## src/etpm_pkg.sv

```systemverilog
// Shared types and constants for the edge trigger period measurement block.
// No dependencies; used by etpm_track and edge_trigger_period_measure.
package etpm_pkg;

    localparam int SAMPLE_W    = 10;
    localparam int LEVEL_W     = 10;
    localparam int PERIOD_W    = 6;
    localparam int CODE_W      = 10;
    localparam int SUM_W       = 16;
    localparam int IN_TDATA_W  = 16;
    localparam int OUT_TDATA_W = 48;
    localparam int CFG_ADDR_W  = 1;
    localparam int CFG_DATA_W  = 10;

    localparam int DEF_CAPTURE_LENGTH = 64;
    localparam int DEF_SAMPLE_BITS    = 10;

    localparam logic [LEVEL_W-1:0] LEVEL_RESET = LEVEL_W'(512);
    localparam logic               SLOPE_RESET = 1'b1;

    typedef enum logic [CFG_ADDR_W-1:0] {
        REG_TRIGGER_LEVEL = 1'b0,
        REG_RISING_SLOPE  = 1'b1
    } cfg_reg_t;

    typedef struct packed {
        logic [LEVEL_W-1:0] level;
        logic               rising;
    } etpm_cfg_t;

    typedef struct packed {
        logic                valid;
        logic [SAMPLE_W-1:0] sample;
        logic                last;
    } etpm_step_t;

    typedef struct packed {
        logic [SUM_W-1:0]    code_sum;
        logic [CODE_W-1:0]   max_code;
        logic [CODE_W-1:0]   min_code;
        logic [PERIOD_W-1:0] period_samples;
    } etpm_result_t;

endpackage

```

## src/etpm_track.sv

```systemverilog
// Per-capture tracking: trigger crossings, min, max and saturating sum.
// Depends on etpm_pkg.
module etpm_track #(
    parameter int CAPTURE_LENGTH = etpm_pkg::DEF_CAPTURE_LENGTH,
    parameter int SAMPLE_BITS    = etpm_pkg::DEF_SAMPLE_BITS
) (
    input  logic                   clk,
    input  logic                   rst_n,
    input  etpm_pkg::etpm_cfg_t    cfg,
    input  etpm_pkg::etpm_step_t   step,
    output etpm_pkg::etpm_result_t result
);
    import etpm_pkg::*;

    localparam int CW    = (SAMPLE_BITS < SAMPLE_W) ? SAMPLE_BITS : SAMPLE_W;
    localparam int IDX_W = $clog2(CAPTURE_LENGTH + 1);
    localparam int POS_W = $clog2(CAPTURE_LENGTH);
    localparam int DW    = (POS_W > PERIOD_W) ? POS_W : PERIOD_W;

    logic [CW-1:0]       prev_reg,  prev_next;
    logic [IDX_W-1:0]    idx_reg,   idx_next;
    logic [1:0]          found_reg, found_next;
    logic [POS_W-1:0]    first_reg, first_next;
    logic [PERIOD_W-1:0] dist_reg,  dist_next;
    logic [CW-1:0]       min_reg,   min_next;
    logic [CW-1:0]       max_reg,   max_next;
    logic [SUM_W-1:0]    sum_reg,   sum_next;

    logic [CW-1:0]      s;
    logic [LEVEL_W-1:0] s_ext;
    logic [LEVEL_W-1:0] prev_ext;
    logic               active;
    logic               counted;
    logic               hit;
    logic [POS_W-1:0]   dist_raw;
    logic [DW-1:0]      dist_wide;
    logic [SUM_W:0]     sum_wide;

    assign s         = step.sample[CW-1:0];
    assign s_ext     = LEVEL_W'(s);
    assign prev_ext  = LEVEL_W'(prev_reg);
    assign active    = idx_reg < IDX_W'(CAPTURE_LENGTH);
    assign counted   = idx_reg < IDX_W'(CAPTURE_LENGTH - 1);
    assign dist_raw  = idx_reg[POS_W-1:0] - first_reg;
    assign dist_wide = DW'(dist_raw);
    assign sum_wide  = {1'b0, sum_reg} + (SUM_W + 1)'(s);

    always_comb
    begin
        if (cfg.rising)
            hit = (s_ext >= cfg.level) && (prev_ext < cfg.level);
        else
            hit = (s_ext <= cfg.level) && (prev_ext > cfg.level);
    end

    always_comb
    begin
        prev_next  = prev_reg;
        idx_next   = idx_reg;
        found_next = found_reg;
        first_next = first_reg;
        dist_next  = dist_reg;
        min_next   = min_reg;
        max_next   = max_reg;
        sum_next   = sum_reg;
        if (active)
        begin
            if (idx_reg != '0 && found_reg < 2'd2 && hit)
            begin
                if (found_reg == 2'd0)
                begin
                    first_next = idx_reg[POS_W-1:0];
                    found_next = 2'd1;
                end
                else
                begin
                    if (dist_wide > DW'(63))
                        dist_next = '1;
                    else
                        dist_next = dist_wide[PERIOD_W-1:0];
                    found_next = 2'd2;
                end
            end
            if (counted)
            begin
                if (s < min_reg)
                    min_next = s;
                if (s > max_reg)
                    max_next = s;
                sum_next = sum_wide[SUM_W] ? '1 : sum_wide[SUM_W-1:0];
            end
            idx_next  = idx_reg + 1'b1;
            prev_next = s;
        end
    end

    always_comb
    begin
        result.period_samples = (found_next == 2'd2) ? dist_next : '0;
        result.min_code       = CODE_W'(min_next);
        result.max_code       = CODE_W'(max_next);
        result.code_sum       = sum_next;
    end

    always_ff @(posedge clk or negedge rst_n)
    begin
        if (!rst_n)
        begin
            prev_reg  <= '0;
            idx_reg   <= '0;
            found_reg <= '0;
            first_reg <= '0;
            dist_reg  <= '0;
            min_reg   <= '1;
            max_reg   <= '0;
            sum_reg   <= '0;
        end
        else if (step.valid)
        begin
            if (step.last)
            begin
                prev_reg  <= '0;
                idx_reg   <= '0;
                found_reg <= '0;
                first_reg <= '0;
                dist_reg  <= '0;
                min_reg   <= '1;
                max_reg   <= '0;
                sum_reg   <= '0;
            end
            else
            begin
                prev_reg  <= prev_next;
                idx_reg   <= idx_next;
                found_reg <= found_next;
                first_reg <= first_next;
                dist_reg  <= dist_next;
                min_reg   <= min_next;
                max_reg   <= max_next;
                sum_reg   <= sum_next;
            end
        end
    end

endmodule

```

## src/edge_trigger_period_measure.sv

```systemverilog
// Top level of the edge trigger period measurement block.
// Depends on etpm_pkg and etpm_track.
//
// Takes one ADC sample per cycle while s_tready is high and returns one
// result per capture, on the transfer flagged by tlast: the distance between
// the first two trigger crossings (0 if fewer than two), and the min, max and
// saturating sum of the first CAPTURE_LENGTH-1 samples. A sample passes an
// input register and then updates the tracking state; a result is registered
// when its last sample is processed out of the input register, and it sits in
// an output register. Input is refused only when a last sample is pending
// while the previous result is still held.
module edge_trigger_period_measure #(
    parameter int CAPTURE_LENGTH = etpm_pkg::DEF_CAPTURE_LENGTH,
    parameter int SAMPLE_BITS    = etpm_pkg::DEF_SAMPLE_BITS
) (
    input  logic                                 clk,
    input  logic                                 rst_n,
    input  logic                                 cfg_we,
    input  logic [etpm_pkg::CFG_ADDR_W-1:0]      cfg_addr,
    input  logic [etpm_pkg::CFG_DATA_W-1:0]      cfg_wdata,
    input  logic                                 s_tvalid,
    output logic                                 s_tready,
    input  logic [etpm_pkg::IN_TDATA_W-1:0]      s_tdata,  // sample[9:0], zero fill
    input  logic                                 s_tlast,
    output logic                                 m_tvalid,
    input  logic                                 m_tready,
    // period_samples[5:0], min_code[15:6], max_code[25:16], code_sum[41:26]
    output logic [etpm_pkg::OUT_TDATA_W-1:0]     m_tdata
);
    import etpm_pkg::*;

    etpm_cfg_t    cfg_reg;
    etpm_step_t   step;
    etpm_result_t result;

    logic                in_valid_reg;
    logic [SAMPLE_W-1:0] in_sample_reg;
    logic                in_last_reg;
    logic                out_valid_reg;
    etpm_result_t        out_data_reg;
    logic                proc;

    always_ff @(posedge clk or negedge rst_n)
    begin
        if (!rst_n)
        begin
            cfg_reg.level  <= LEVEL_RESET;
            cfg_reg.rising <= SLOPE_RESET;
        end
        else if (cfg_we)
        begin
            case (cfg_reg_t'(cfg_addr))
                REG_TRIGGER_LEVEL: cfg_reg.level  <= cfg_wdata[LEVEL_W-1:0];
                REG_RISING_SLOPE:  cfg_reg.rising <= cfg_wdata[0];
                default:           cfg_reg        <= cfg_reg;
            endcase
        end
    end

    assign proc     = in_valid_reg && !(in_last_reg && out_valid_reg && !m_tready);
    assign s_tready = !in_valid_reg || proc;

    always_ff @(posedge clk or negedge rst_n)
    begin
        if (!rst_n)
            in_valid_reg <= 1'b0;
        else if (s_tready)
            in_valid_reg <= s_tvalid;
    end

    always_ff @(posedge clk)
    begin
        if (s_tready && s_tvalid)
        begin
            in_sample_reg <= s_tdata[SAMPLE_W-1:0];
            in_last_reg   <= s_tlast;
        end
    end

    assign step.valid  = proc;
    assign step.sample = in_sample_reg;
    assign step.last   = in_last_reg;

    etpm_track #(
        .CAPTURE_LENGTH (CAPTURE_LENGTH),
        .SAMPLE_BITS    (SAMPLE_BITS)
    ) u_track (
        .clk    (clk),
        .rst_n  (rst_n),
        .cfg    (cfg_reg),
        .step   (step),
        .result (result)
    );

    always_ff @(posedge clk or negedge rst_n)
    begin
        if (!rst_n)
            out_valid_reg <= 1'b0;
        else if (proc && in_last_reg)
            out_valid_reg <= 1'b1;
        else if (m_tready)
            out_valid_reg <= 1'b0;
    end

    always_ff @(posedge clk)
    begin
        if (proc && in_last_reg)
            out_data_reg <= result;
    end

    assign m_tvalid = out_valid_reg;
    assign m_tdata  = OUT_TDATA_W'(out_data_reg);

endmodule

```

## config.mk

```make
export PLATFORM = sky130hd
export DESIGN_NAME = edge_trigger_period_measure
export DESIGN_NICKNAME = d
export VERILOG_FILES = /design/src/etpm_pkg.sv /design/src/etpm_track.sv /design/src/edge_trigger_period_measure.sv
export SDC_FILE = /design/constraint.sdc
export NUM_CORES = 1
export LEC_CHECK = 0
export BUFFER_PORTS_ARGS = -buffer_cell sky130_fd_sc_hd__buf_2
export CAP_MARGIN = 5
export CORE_UTILIZATION = 53
export DETAILED_ROUTE_END_ITERATION = 10
export PLACE_DENSITY = 0.86
export SETUP_SLACK_MARGIN = 0.3
export SYNTH_ARGS = -nofsm -noshare
export SYNTH_HDL_FRONTEND = slang
export SYNTH_SLANG_ARGS = --single-unit
```

## constraint.sdc

```tcl
create_clock -name clk -period 2.28 [get_ports clk]
set_input_delay 0.342 -clock clk [delete_from_list [all_inputs] [get_ports clk]]
set_output_delay 0.342 -clock clk [all_outputs]
set_load 0.01 [all_outputs]
```

After elaboration in Yosys (flattened, before gate mapping) --
Index checks and enable logic that the tools add are counted.
Storage, ports and cells: input port bits 33, logic and storage cells 88, output and inout port bits 50, register bits after elaboration 133
Operators by class: bitwise gates (word level) 1, reduce and logical (&&, ||, !) cells 23, order comparisons 10, add/subtract/negate cells 3, eq/ne operators 1, muxes and demuxes 32
Operators by type and width (number):
- $mux W10 | 10
- $mux W16 | 4
- $mux W6 | 9
- $gt A10 B10 Y1 | 2
- $lt A10 B10 Y1 | 2
- $add A16 B10 Y17 | 1
- $mux W7 | 2
- $ge A10 B10 Y1 | 1
- $le A10 B10 Y1 | 1
- $logic_and A1 B1 Y1 | 9
- $mux W2 | 4
- $reduce_bool A2 Y1 | 4
- $add A7 B1 Y7 const B | 1
- $lt A7 B6 Y1 const B | 1
- $lt A7 B7 Y1 const B | 1
- $reduce_bool A7 Y1 | 1
- $gt A6 B6 Y1 const B | 1
- $reduce_and A2 Y1 | 3
- $sub A6 B6 Y6 | 1
- $reduce_and A4 Y1 | 1
- $logic_not A1 Y1 | 3
- $mux W1 | 3
- $eq A2 B2 Y1 const B | 1
- $logic_not A2 Y1 | 1
- 3 further kinds | 3

Longest topological paths before layout --
Gate-level depths: netlist (run 1).
depth after elaboration 7, gate-level depth with buffers 11, mapped depth without buffers 10

Modules after synthesis --
A second synthesis (run 1) with hierarchy kept.
Unflattened totals: cells, all modules 670, area, all modules 7342.0 sq um
Modules (own cells, without submodules):
- etpm_track | area each 5124.9 sq um, sequential area each 1689.1 sq um, instances 1, cells an instance 575
- edge_trigger_period_measure | area each 2217.1 sq um, sequential area each 1919.3 sq um, instances 1, cells an instance 95

Worst setup path before layout (run 1) --
No wires, ideal clock.
kind reg-to-reg, start register in_sample_reg[0], end register out_data_reg (netlist bit m_tdata[28]), data pin, cell stages (with the launch flop) 10, path buffers 0, required time 2010 ps, library setup time 270 ps, data arrival time 2248 ps, path slack -238 ps, cells stage by stage edfxtp_1 ha_1 fa_1 a21o_1 a21oi_1 o21ai_0 a311oi_1 nor3_2 nor2_1 a21oi_1
RTL lines:
- from (decl) | line edge_trigger_period_measure.sv:37 | logic [SAMPLE_W-1:0] in_sample_reg;
- from (signal assigned) | line edge_trigger_period_measure.sv:75 | in_sample_reg <= s_tdata[SAMPLE_W-1:0];
- to (signal assigned) | line edge_trigger_period_measure.sv:108 | out_data_reg <= result;
- to (decl) | line edge_trigger_period_measure.sv:40 | etpm_result_t out_data_reg;

Final worst setup path (run 1) --
start register in_sample_reg[5], end register u_track.dist_reg[1]
Between the ends: cells in the longest elaborated chain, start to end 7
RTL lines:
- $le A10 B10 Y1 / $ge A10 B10 Y1 (equally long branches) | line etpm_track.sv:53, etpm_track.sv:51
- $logic_and A1 B1 Y1 (on tied branches) | line etpm_track.sv:53, etpm_track.sv:51
- $mux W1 * | line etpm_track.sv:50 | if (cfg.rising)
- $logic_and A1 B1 Y1 * | line etpm_track.sv:68 | if (idx_reg != '0 && found_reg < 2'd2 && hit)
- $mux W6 * | line etpm_track.sv:68
- $mux W6 * | line etpm_track.sv:66 | if (active)
- $mux W6 * | line etpm_track.sv:120 | if (step.last)
- to (signal assigned) | line etpm_track.sv:137 | dist_reg <= dist_next;
- to (decl) | line etpm_track.sv:24 | logic [PERIOD_W-1:0] dist_reg, dist_next;
Every way passes the cells marked *; elsewhere a longest branch is shown, timed or not. A chain may end at the register's enable or synchronous reset.

==> results.sh, run 1 <==
export IMPL_status="finished with violations"
export IMPL_violations="setup timing"
export IMPL_multi_input_area_sq_um=4230
export IMPL_die_area_sq_um=14200
export IMPL_path_depth=11
export IMPL_critPathLaunch="in_sample_reg[5]"
export IMPL_port_buffers=70
export IMPL_worstHoldPathType="input pin to register"
export IMPL_crit_path_end_kind="register"
export IMPL_r2r_cells=11
export IMPL_critical_path_class="register to register"
export IMPL_post_route_period_util_pct=121
export IMPL_layout_common_cells="buf_4 (91), buf_2 (69), dfrtp_1 (67)"
export IMPL_diodes=0
export IMPL_gp_congestion=0.893
export IMPL_start_util_pct=54.5
export IMPL_syn_area_sq_um=7250
export IMPL_slowest_stage="edfxtp_1"
export IMPL_cts_clk_slew_worst_paths_ns=0.06
export IMPL_fmax_mhz=362
export IMPL_drtAntennaViolNets=0
export IMPL_tns_ns=-25.88
export IMPL_rr_endpoint="u_track.dist_reg[1]"
export IMPL_core_area_sq_um=13300
export IMPL_cap_violations=0
export IMPL_arrival_ns=3.05
export IMPL_skew_ns=0.0128
export IMPL_total_power_mw=10.9
export IMPL_synthCells=680
export IMPL_ys_types=72
export IMPL_final_common_cell="buf_4"
export IMPL_die_h_um=119
export IMPL_setup_viol=92
export IMPL_hold_violations=0
export IMPL_n_fill_cell=672
export IMPL_vias=6827
export IMPL_grt_pass1_vias=6317
export IMPL_htree_levels=4
export IMPL_synth_yosys_seq_area_share_pct=49.8
export IMPL_cts_tree="done"
export IMPL_area_delta_synth_final_pct=43.9
export IMPL_synthFlopType="dfrtp_1"
export IMPL_hpwl_um=11500
export IMPL_grt_pass1_wl_um=32000
export IMPL_wirelength_um=25200
export IMPL_preCtsSetupSlack_ns=-0.239
export IMPL_worstMarginPinSlew_ns=1.46
export IMPL_synthArstFlopShare_pct=60.2
export IMPL_cp_slowest_stage_delay_ns=0.50
export IMPL_crit_family="compound AO/OA/AOI/OAI gates"
export IMPL_crit_buf_inv=2
export IMPL_rows=42
export IMPL_synth_edf_count=53
export IMPL_seqCellArea_sq_um=3610
export IMPL_worstPathRequired_ns=2.57
export IMPL_cts_root_buf="clkbuf_16"
export IMPL_powerDensity_nw_per_um2=1040
export IMPL_ys_ff_latch=133
export IMPL_grt_max_degree=36
export IMPL_reg2reg_from="in_sample_reg[5]"
export IMPL_ir_drop_mv=0.715
export IMPL_clock_path_buffers=2
export IMPL_drc=0
export IMPL_rsz0062_at_grt="yes"
export IMPL_grt_usage_pct=29.6
export IMPL_fin_crit_ns=2.76
export IMPL_syn_avg_cell_area_sq_um=10.7
export IMPL_placed_cell_area_sq_um=8340
export IMPL_leakage_nw=4.58
export IMPL_cts_sinks=133
export IMPL_r2r_slack_ns=-0.48
export IMPL_worstPathCellList="ha_1, and4_4, o21ai_2, a41oi_2, o2111ai_1, a21boi_4, nor3b_4, buf_4, buf_12, mux2i_1, o21ai_1"
export IMPL_crit_end="u_track.dist_reg[1]"
export IMPL_slew_violations=0
export IMPL_wire_per_inst_um=23.7
export IMPL_worst_slack_ns=-0.482
export IMPL_worstPathMaxFanout=5
export IMPL_drive_above_1_share_pct=45.6
export IMPL_drt_vias_per_instance=6.40
export IMPL_relSlewSlack_pct=1.95
export IMPL_antenna_found_initial=0
export IMPL_design_area_sq_um=10400
export IMPL_start_kind="register"
export IMPL_overflow=0
export IMPL_nNetsFinal=969
export IMPL_die_w_um=119
export IMPL_clk_latency_ns=0.44
export IMPL_dr_pass1_iters=6
export IMPL_largest_reg_flops=42
export IMPL_io_pins=83
export IMPL_yosys_warnings=0
export IMPL_fin_util_pct=78.5
export IMPL_numCtsBuffers=17
export IMPL_drt_initial_drc_count=785
## layer usage
layer / global-route usage (%) / share of wire [%] / up-vias
met5: 0 / 0 / -
met4: 14.5 / 6.8 / 0
met3: 6.13 / 8.1 / 159
met2: 50.5 / 49 / 521
met1: 35.6 / 36 / 3298
li1: - / - / 2849
## worst min path at each step
stage               start             endpoint  slack (ns)  depth (start not counted)
2_1_floorplan       rst_n           cfg_reg[1]        0.05                          0
3_3_place_gp        rst_n  u_track.dist_reg[3]        0.33                          1
3_5_place_dp        rst_n  u_track.dist_reg[3]        0.34                          1
4_1_cts           s_tlast          in_last_reg        0.08                          1
5_1_grt        s_tdata[4]     in_sample_reg[4]        0.07                          1
6_report          s_tlast          in_last_reg        0.08                          1
## cell usage after synthesis (all sizes together), types with 5 or more instances
| library cell | n | area (sq um) |
|---|---|---|
| clkbuf | 12 | 46.3 |
| dfstp | 12 | 315 |
| inv | 54 | 203 |
| o31ai | 5 | 42.5 |
| nor2b | 8 | 50.1 |
| nand4 | 8 | 56.3 |
| a21oi | 37 | 193 |
| dfrtp | 68 | 1700 |
| nand2b | 5 | 31.3 |
| a31oi | 9 | 71.3 |
| a21o | 9 | 67.6 |
| o21a | 6 | 45.0 |
| o21ai | 54 | 274 |
| and3 | 5 | 31.3 |
| mux2 | 13 | 146 |
| a22o | 21 | 184 |
| xnor2 | 10 | 87.6 |
| nand3 | 20 | 100 |
| o22a | 10 | 87.6 |
| xor2 | 5 | 43.8 |
| mux2i | 5 | 50.1 |
| edfxtp | 53 | 1590 |
| nor2 | 50 | 188 |
| buf | 19 | 125 |
| nor3 | 8 | 60.1 |
| and2 | 9 | 56.3 |
| ha | 56 | 701 |
| nand2 | 62 | 238 |
## layout make-up
cell class | count | area share [%]
Clock inverter | 11 | 1.06
Timing Repair Buffer | 204 | 15.6
Clock buffer | 21 | 4.22
Sequential cell | 133 | 34.6
Inverter | 54 | 1.97
Multi-Input combinational cell | 468 | 40.5
Tap cell | 176 | 2.11
## power breakdown
part	leakage (nW)	internal (mW)	switching [mW]
Combinational	2.78	2.19	2.58
Sequential	1.53	3.08	0.353
Clock	0.272	1.59	1.06
Total	4.58	6.86	3.99
## timing repair
action | 4_1_cts | 5_1_grt
cloned | 3 | 3
endpoints found under the hold margin | 23 | 0
setup endpoints to repair | 92 | 94
hold buffers | 1 | 0
setup buffers | 26 | 27
pin swaps | 50 | 42
gates resized for setup | 92 | 124
## logic make-up after synthesis
| logic type | count (synthesis) | synth area share (%) |
|---|---|---|
| muxes | 18 | 2.71 |
| adders and majority gates | 58 | 10.2 |
| and+or+nand+nor | 188 | 12.9 |
| buffers and inverters | 85 | 5.16 |
| AOI/OAI and AO/OA | 182 | 17.4 |
| xor gates and xnor gates | 15 | 1.81 |
| other | 1 | 0.0517 |
| DFF | 133 | 49.8 |
## worst reg2reg max path: cells and delay by family, from the launching register on
family          cells  cell delay [ns]
compound gates      5             0.79
flops               1             0.50
simple gates        2             0.47
fa+ha+maj           1             0.37
buf+inv             2             0.28
mux                 1             0.21
## per-stage QoR
step / cells / hold slack, ns
2_1_floorplan: 685 / 0.0464
3_3_place_gp: 975 / 0.333
3_5_place_dp: 975 / 0.336
4_1_cts: 1037 / 0.0811
5_1_grt: 1067 / 0.0722
6_report: 1067 / 0.0775
(Power assumes the default switching activity.)
==> run 2, diff against run 1 <==
Settings changed: SYNTH_HIERARCHICAL set to 1.
==> results.sh, run 2 <==
export IMPL_yosys_area_share_simple_pct=12.4
export IMPL_layoutNonFillerInstCount=1106
export IMPL_grt_max_degree=44
export IMPL_yosysMostFrequentCell="dfrtp_1"
export IMPL_layout_common_cells="buf_4 (132), buf_2 (69), dfrtp_1 (68)"
export IMPL_relSlewSlack_pct=47.5
export IMPL_syn_area_sq_um=7340
export IMPL_skew_ns=0.0187
export IMPL_n_fill_cell=651
export IMPL_ys_types=69
export IMPL_violations="setup timing"
export IMPL_worstMarginPinSlew_ns=0.782
export IMPL_fin_crit_ns=2.81
export IMPL_critPathLaunch="in_sample_reg[0]"
export IMPL_drtAntennaViolNets=0
export IMPL_gp_congestion=0.933
export IMPL_dp_cells=1011
export IMPL_cts_root_buf="clkbuf_16"
export IMPL_cap_violations=0
export IMPL_rows=42
export IMPL_port_buffers=70
export IMPL_powerDensity_nw_per_um2=1000
export IMPL_wire_per_inst_um=27.8
export IMPL_rr_endpoint="m_tdata[40]"
export IMPL_slowest_stage="edfxtp_1"
export IMPL_tns_ns=-35.30
export IMPL_hold_violations=0
export IMPL_ys_ff_latch=133
export IMPL_drc=0
export IMPL_grt_pass1_wl_um=38300
export IMPL_cts_tree="done"
export IMPL_fin_util_pct=81.5
export IMPL_yosys_top_cells_area="dfrtp_1 (23%), edfxtp_1 (22%), ha_1 (9.5%)"
export IMPL_fmax_mhz=356
export IMPL_final_common_cell="buf_4"
export IMPL_yosys_warnings=6
export IMPL_muxShareOfSynthArea_pct=5.42
export IMPL_hold_ws_ns=0.0867
export IMPL_antenna_found_initial=3
export IMPL_synth_xor_area_share_pct=1.79
export IMPL_synth_top_family_by_area="compound AO/OA/AOI/OAI gates"
export IMPL_clock_path_buffers=2
export IMPL_grt_pass1_vias=7058
export IMPL_worstPathMaxFanout=6
export IMPL_post_route_period_util_pct=123
export IMPL_ir_drop_mv=0.982
export IMPL_synthArstFlopShare_pct=60.2
export IMPL_synthCells=670
export IMPL_synthAdderAreaFrac_pct=10.1
export IMPL_yosysTopAreaCell="dfrtp_1"
export IMPL_drive_above_1_share_pct=48.6
export IMPL_core_area_sq_um=13400
export IMPL_worstPathRequired_ns=2.45
export IMPL_r2r_cells=9
export IMPL_drt_vias_per_instance=6.76
export IMPL_r2r_slack_ns=-0.53
export IMPL_io_pins=83
export IMPL_drt_initial_drc_count=1035
export IMPL_path_depth=9
export IMPL_wirelength_um=30800
export IMPL_die_area_sq_um=14300
export IMPL_synth_compound_area_share_pct=16.2
export IMPL_synthFlopType="dfrtp_1"
export IMPL_dr_pass1_iters=6
export IMPL_synthTopCellsByCount="dfrtp_1 (68), ha_1 (56), inv_1 (55)"
export IMPL_status="finished with violations"
export IMPL_overflow=0
export IMPL_preCtsSetupSlack_ns=-0.382
export IMPL_clk_latency_ns=0.43
export IMPL_start_util_pct=54.8
export IMPL_nNetsFinal=1006
export IMPL_crit_family="compound AO/OA/AOI/OAI gates"
export IMPL_hpwl_um=13200
export IMPL_worst_slack_ns=-0.525
export IMPL_cp_slowest_stage_delay_ns=0.44
export IMPL_critical_path_class="register to register"
export IMPL_crit_buf_inv=1
export IMPL_yosysTopAreaCellShare_pct=23.2
export IMPL_rsz0062_at_grt="yes"
export IMPL_grt_usage_pct=35.7
export IMPL_vias=7482
export IMPL_arrival_ns=2.97
export IMPL_numCtsBuffers=17
export IMPL_worstPathCellList="ha_2, fa_2, a21oi_2, o211ai_1, o41a_1, a41oi_4, buf_12, nor2_2, mux2_2"
export IMPL_htree_levels=4
export IMPL_reg2reg_from="in_sample_reg[0]"
export IMPL_worstHoldPathType="input pin to register"
export IMPL_cts_clk_slew_worst_paths_ns=0.07
export IMPL_synth_edf_count=53
export IMPL_slew_violations=0
export IMPL_crit_path_end_kind="register"
export IMPL_die_w_um=120
export IMPL_crit_end="m_tdata[40]"
export IMPL_start_kind="register"
export IMPL_die_h_um=120
export IMPL_cts_sinks=133
export IMPL_setup_viol=93
export IMPL_syn_avg_cell_area_sq_um=11.0
export IMPL_largest_reg_flops=42
export IMPL_area_delta_synth_final_pct=48.8
export IMPL_leakage_nw=4.83
export IMPL_synth_yosys_seq_area_share_pct=49.1
## run 2: cell types whose count changed after synthesis, moves of 6 or more
cell / previous run / this run
nand2_1: 60 / 54
o2bb2ai_1: 0 / 9
a21oi_1: 35 / 24
and3_1: 5 / 12
mux2_4: 0 / 10
o21ai_0: 47 / 34
nor3_1: 4 / 14
nand3_1: 20 / 8
nand4_1: 7 / 14
## run 2: layout make-up
class	instances	area [sq um]	share of cell area (%)
multi-input combinational	460	4330	39.6
antenna	2	5.00	0.0458
clock buffer	27	577	5.28
timing repair buffer	246	1940	17.8
sequential	133	3610	33.0
clock inverter	5	31.3	0.286
tap	176	220	2.02
inverter	57	214	1.96
## run 2: worst min path at each step
stage	from	to	slack, ns	cells after the start
after floorplan	rst_n	cfg_reg[1]	0.05	0
after global placement	rst_n	u_track/prev_ext[6]	0.36	1
after detailed placement	rst_n	u_track/prev_ext[1]	0.37	1
after CTS	s_tdata[8]	in_sample_reg[8]	0.09	1
after global routing	s_tdata[4]	in_sample_reg[4]	0.08	1
final	s_tdata[9]	in_sample_reg[9]	0.09	1
## run 2: layer usage
layer | global-route usage (%) | wire length, um | vias up
met1 | 41.6 | 10200 | 3577
met3 | 8.27 | 3630 | 270
li1 | - | - | 2931
met4 | 21.3 | 2980 | 2
met2 | 59.8 | 13900 | 702
met5 | 0.735 | 13 | -
## run 2: worst register-to-register path, stage by stage, from the launching register on
cell and delay (ns):
edfxtp_1 0.44, ha_2 0.24, fa_2 0.38, a21oi_2 0.20, o211ai_1 0.18, o41a_1 0.44, a41oi_4 0.20, buf_12 0.16
nor2_2 0.04, mux2_2 0.27
## run 2: cells by family after synthesis
| group | Yosys count |
|---|---|
| compound gates | 162 |
| xor+xnor | 15 |
| fa+ha+maj | 58 |
| buf+inv | 83 |
| flops | 133 |
| mux | 32 |
| other cells | 1 |
| simple gates | 186 |
## run 2: repair_timing
item | 4_1_cts | 5_1_grt
cloned | 3 | 0
resized for setup | 112 | 71
endpoints found under the setup margin | 92 | 102
buffers inserted | 34 | 23
hold buffers | 1 | 0
endpoints found under the hold margin | 28 | 0
pin swaps | 63 | 32
## run 2: through the flow
stage | area [sq um] | power [mW]
global route | 10900 | 11.2
finish | 10900 | 11.0
global placement | 8890 | 6.16
floorplan | 7580 | 5.19
CTS | 10400 | 9.72
detailed placement | 8890 | 6.32
## run 2: power by group
| part | internal [mW] | switching [mW] |
|---|---|---|
| clock | 1.73 | 1.10 |
| sequential | 2.95 | 0.348 |
| combinational | 2.33 | 2.50 |
